## config.mk

```make
export PLATFORM = sky130hd
export DESIGN_NAME = vibe_front
export DESIGN_NICKNAME = d
export VERILOG_FILES = /design/src/sv/vibe_pkg.sv /design/src/sv/vibe_front.sv
export SDC_FILE = /design/constraint.sdc
export NUM_CORES = 1
export LEC_CHECK = 0
export ABC_AREA = 1
export BUFFER_PORTS_ARGS = -buffer_cell sky130_fd_sc_hd__buf_2
export CORE_MARGIN = 2
export CORE_UTILIZATION = 40
export CTS_CLUSTER_DIAMETER = 30
export DETAILED_ROUTE_END_ITERATION = 12
export PLACE_DENSITY = 0.65
export SLEW_MARGIN = 40
export SYNTH_ARGS = -nofsm -noshare
export SYNTH_HDL_FRONTEND = slang
export SYNTH_SLANG_ARGS = --single-unit
```

## constraint.sdc

```tcl
create_clock -name clk -period 11.5 [get_ports clk]
set_input_delay 1.15 -clock clk [delete_from_list [all_inputs] [get_ports clk]]
set_output_delay 1.15 -clock clk [all_outputs]
set_load 0.02 [all_outputs]
```

## src/sv/vibe_pkg.sv

```systemverilog
package vibe_pkg;

  localparam int Samples = 20;
  localparam int ImgWidth = 320;
  localparam int ImgHeight = 240;
  localparam int NPix = ImgWidth * ImgHeight;
  localparam int SmpAddrW = $clog2(NPix * Samples);
  localparam int PixAddrW = $clog2(NPix);
  localparam int SlotW = 5;
  localparam int RowW = 8;
  localparam int ColW = 9;

  localparam logic FUNC_LOAD = 1'b0;
  localparam logic FUNC_DETECT = 1'b1;

  localparam logic [1:0] REG_RGB_MODE = 2'd0;
  localparam logic [1:0] REG_MAX_DIST = 2'd1;
  localparam logic [1:0] REG_MIN_MATCH = 2'd2;
  localparam logic [1:0] REG_UPD_SHIFT = 2'd3;

  typedef struct packed {
    logic             in_frame;
    logic             func;
    logic [PixAddrW-1:0] pix;
    logic [PixAddrW-1:0] npix;
    logic [23:0]      px;
    logic [SlotW-1:0] own_slot;
    logic             own_ok;
    logic             spread_ok;
    logic [SlotW-1:0] spread_slot;
    logic             hit_update;
    logic             hit_spread;
  } vibe_job_t;

  typedef struct packed {
    logic       rgb_mode;
    logic [8:0] max_distance;
    logic [4:0] min_matches;
    logic [3:0] update_shift;
  } vibe_cfg_t;

  function automatic logic roll_hit(input logic [7:0] roll, input logic [3:0] sh);
    logic [3:0] s;
    logic [7:0] mask;
    s = (sh > 4'd8) ? 4'd8 : sh;
    mask = 8'((9'd1 << s) - 9'd1);
    return (roll & mask) == 8'd0;
  endfunction

endpackage

```

## src/sv/vibe_front.sv

```systemverilog
module vibe_front import vibe_pkg::*; (
  input  logic       clk,
  input  logic       rst,
  input  vibe_cfg_t  cfg,
  input  logic       in_valid,
  output logic       in_ready,
  input  logic       func,
  input  logic [7:0] pix_row,
  input  logic [8:0] pix_col,
  input  logic [7:0] chan0,
  input  logic [7:0] chan1,
  input  logic [7:0] chan2,
  input  logic [4:0] own_slot,
  input  logic [7:0] roll_update,
  input  logic [7:0] roll_spread,
  input  logic [4:0] spread_slot,
  input  logic [1:0] row_step,
  input  logic [1:0] col_step,
  output logic       q_valid,
  input  logic       q_ready,
  output vibe_job_t  q_job
);

  // two-entry queue toward the back part
  vibe_job_t  q_mem [2];
  logic [1:0] q_cnt;
  logic       wr_ptr, rd_ptr;
  vibe_job_t  job;
  logic [RowW-1:0] nr;
  logic [ColW-1:0] nc;
  logic push, pop;

  always_comb begin
    nr = pix_row;
    nc = pix_col;
    if (row_step == 2'd0 && pix_row != '0) nr = pix_row - 8'd1;
    if (row_step == 2'd2 && 32'(pix_row) + 1 < ImgHeight) nr = pix_row + 8'd1;
    if (col_step == 2'd0 && pix_col != '0) nc = pix_col - 9'd1;
    if (col_step == 2'd2 && 32'(pix_col) + 1 < ImgWidth) nc = pix_col + 9'd1;
    job.in_frame = (32'(pix_row) < ImgHeight) && (32'(pix_col) < ImgWidth);
    job.func = func;
    job.pix = PixAddrW'(32'(pix_row) * ImgWidth + 32'(pix_col));
    job.npix = PixAddrW'(32'(nr) * ImgWidth + 32'(nc));
    job.px = cfg.rgb_mode ? {chan2, chan1, chan0} : {16'd0, chan0};
    job.own_slot = own_slot;
    job.own_ok = 32'(own_slot) < Samples;
    job.spread_slot = spread_slot;
    job.spread_ok = 32'(spread_slot) < Samples;
    job.hit_update = roll_hit(roll_update, cfg.update_shift);
    job.hit_spread = roll_hit(roll_spread, cfg.update_shift);
  end

  assign in_ready = (q_cnt != 2'd2);
  assign push = in_valid && in_ready;
  assign pop = q_valid && q_ready;
  assign q_valid = (q_cnt != 2'd0);
  assign q_job = q_mem[rd_ptr];

  always_ff @(posedge clk) begin
    if (push) q_mem[wr_ptr] <= job;
    if (rst) begin
      q_cnt <= '0;
      wr_ptr <= 1'b0;
      rd_ptr <= 1'b0;
    end else begin
      if (push) wr_ptr <= ~wr_ptr;
      if (pop) rd_ptr <= ~rd_ptr;
      q_cnt <= q_cnt + 2'(push) - 2'(pop);
    end
  end

endmodule

```

==> run_results.csv <==
group,metric,value,unit
floorplanning,die_w,146,um
worst_setup_path,worst_setup_path_end_kind,"flop",
min_path,hold_depth,2,
worst_setup_path,r2r_slack,9.13,ns
worst_setup_path,rr_endpoint,"q_mem[1][35]$_DFFE_PP_",
grt,grtUsageTotal,0.153,
route,wl,16100,um
floorplanning,rows,51,
yosys,syn_area,8040,um2
yosys,synth_cells,705,
clocking,cts_buffer_depth,2,
sta,finClkSkew,0.00858,ns
power,powerDensity,196,nW/um2
placed_design,dp_hpwl,11500,um
yosys,yosys_warnings,0,
route,drtIter0Drc,237,
power,power.leakage,4.19,nW
worst_setup_path,worst-endpoint-arrival,4.73,ns
worst_setup_path,reg2reg_depth,5,
yosys,ys_seq_elements,153,
run,drv_cap,0,
route,viasPerCell,4.75,
min_path,hp-class,"flop to flop",
finish,layout_commonest_cell,"buf_2",
min_path,worstHoldStart,"rd_ptr$_SDFFE_PP0P_",
clocking,cts-root-buf,"clkbuf_16",
yosys,synth_ff_type,"edfxtp_1",
clocking,clkTransAtPathRegs,0.06,ns
route,ant_nets,0,
floorplanning,core,19600,um2
power,peakVddDrop,101,uV
power,power,1.90,mW
grt,grt_remaining_overflow,0,
yosys,synth_nets,842,
floorplanning,dieArea,21300,um2
sta,fin_tns_setup,0,ns
clocking,cts_resized,0,
clocking,postCtsSetupRepairBufs,0,
sta,tightest_slew,0.758,ns
route,vias,5449,
worst_setup_path,worstSetupPathType,"primary input to flop",
placed_design,placed_cells,1114,
finish,stdcell_count,1147,
clocking,hold_buffers,0,
clocking,clock_latency,0.41,ns
route,post-route-drc-count,0,
yosys,avgSynthCellArea,11.4,um2
worst_setup_path,start_kind,"primary input",
sta,max_freq,0.219,GHz
grt,grt_max_degree,54,
sta,finalCritPeriodShare,0.397,
clocking,cts_tree,"yes",
finish,layout-drive-gt1-share,0.323,
sta,slew_violations,0,
grt,antenna_found_initial,0,
sta,setup_viol,0,
floorplanning,die_h,146,um
floorplanning,start_util,0.411,
placed_design,io_buffers,156,
yosys,synth_edf_count,148,
finish,areaGrowthSynthToFinish,20.6,%
sta,finalCriticalPeriod,4.57,ns
grt,grt_pass1_wl,25600,um
run_status,status,"complete, no violations",
clocking,htree_levels,4,
finish,mostFrequentLayoutCells,"buf_2 (156), edfxtp_1 (148), nand2_1 (130)",
yosys,ys_async_sr_fraction,0,
finish,final_nets,1005,
worst_setup_path,worstPathRequired,11.66,ns
clocking,cts_inserted_buffers,17,
worst_setup_path,rr_startpoint,"q_cnt[0]$_SDFF_PP0_",
worst_setup_path,crit_fanout,12,
yosys,ys_types,38,
sta,max_slew_margin,0.493,
yosys,yosysSeqAreaShare,0.565,
route,firstDrtPassIters,4,
clocking,cts_num_sinks,153,
sta,finalHoldViolCount,0,
placed_design,gp_congestion,0.868,
floorplanning,io_pins,171,
grt,grt_pass1_vias,5237,
sta,grt_setup_unrepaired,"no",
route,post_drt_wl_per_cell,14.0,um
[report_power, final]
group	switching (mW)	internal, mW
registers	0.0269	0.739
logic	0.367	0.230
clock network	0.233	0.303
[synthesized netlist by cell type (all sizes together) (3+ instances only)]
master	number	area (um2)
buf	11	76.3
nand2	133	512
mux2	74	833
clkbuf	5	20.0
dfxtp	5	100
xnor2	14	123
inv	95	357
a21oi	18	90.1
nand3	26	145
ha	38	475
o211ai	3	22.5
nor2	46	185
edfxtp	148	4440
o21ai	31	163
nand3b	3	22.5
fa	4	80.1
xor2	24	210
nor3	9	61.3
nand4	9	56.3
[routing by layer]
layer,wire length (um),global-route usage
met1,7390,0.197
met2,7570,0.255
met3,905,0.0367
met4,204,0.0480
met5,0,0
[worst max path at each step]
stage                from                endpoint  slack, ns  cells after the start
2_1_floorplan    in_valid   q_mem[1][0]$_DFFE_PP_       6.63                      2
3_3_place_gp   pix_row[0]  q_mem[0][53]$_DFFE_PP_       6.59                     26
3_5_place_dp   pix_row[7]  q_mem[0][53]$_DFFE_PP_       6.56                     22
4_1_cts        pix_row[7]  q_mem[1][53]$_DFFE_PP_       6.97                     22
5_1_grt        pix_row[1]  q_mem[1][53]$_DFFE_PP_       6.53                     26
6_report       pix_row[7]  q_mem[1][53]$_DFFE_PP_       6.93                     22
[area by class of cell]
| class | instances | area (um2) |
|---|---|---|
| Clock buffer | 18 | 429 |
| Inverter | 95 | 357 |
| Fill cell | 1768 | 9890 |
| Antenna cell | 1 | 2.50 |
| Tap cell | 265 | 332 |
| Sequential cell | 153 | 4550 |
| Clock inverter | 14 | 135 |
| Timing Repair Buffer | 160 | 836 |
| Multi-Input combinational cell | 441 | 3060 |
[metrics by stage]
step / hold WS, ns / area [um2] / setup WS [ns] / utilization
after floorplan: 0.454 / 8040 / 6.63 / -
after detailed placement: 0.477 / 9130 / 6.56 / 0.466
after global placement: 0.457 / 9090 / 6.59 / 0.464
final: 0.519 / 9700 / 6.93 / 0.495
after CTS: 0.531 / 9700 / 6.97 / 0.495
after global routing: 0.539 / 9700 / 6.53 / 0.495
[cell families after synthesis]
logic type                 Yosys count  synth area share
and+or+nand+nor                    229             0.125
DFF                                153             0.565
buffers and inverters              111            0.0563
muxes                               74             0.104
AOI/OAI and AO/OA                   58            0.0401
adders and majority gates           42            0.0691
xor gates and xnor gates            38            0.0414
[registers in the layout (all words and copies together), names as in the netlist, named ones only]
signal	flops
wr_ptr	1
q_cnt	2
rd_ptr	1
q_mem	148
[worst max-delay path, stage by stage]
cell	delay [ns]
buf_2	0.13
inv_1	0.13
nor3_1	0.39
a21oi_1	0.19
nand2_2	0.24
o21ai_0	0.15
o21ai_2	0.09
nand2_1	0.06
nand2_1	0.06
inv_1	0.06
ha_1	0.28
ha_1	0.20
inv_1	0.07
fa_1	0.39
o21ai_0	0.30
nand2_1	0.09
o21ai_0	0.32
inv_1	0.07
nand3_1	0.11
nand2_1	0.08
o21ai_0	0.07
nand2_1	0.09
Note: power is estimated with default switching activity, not from simulation.
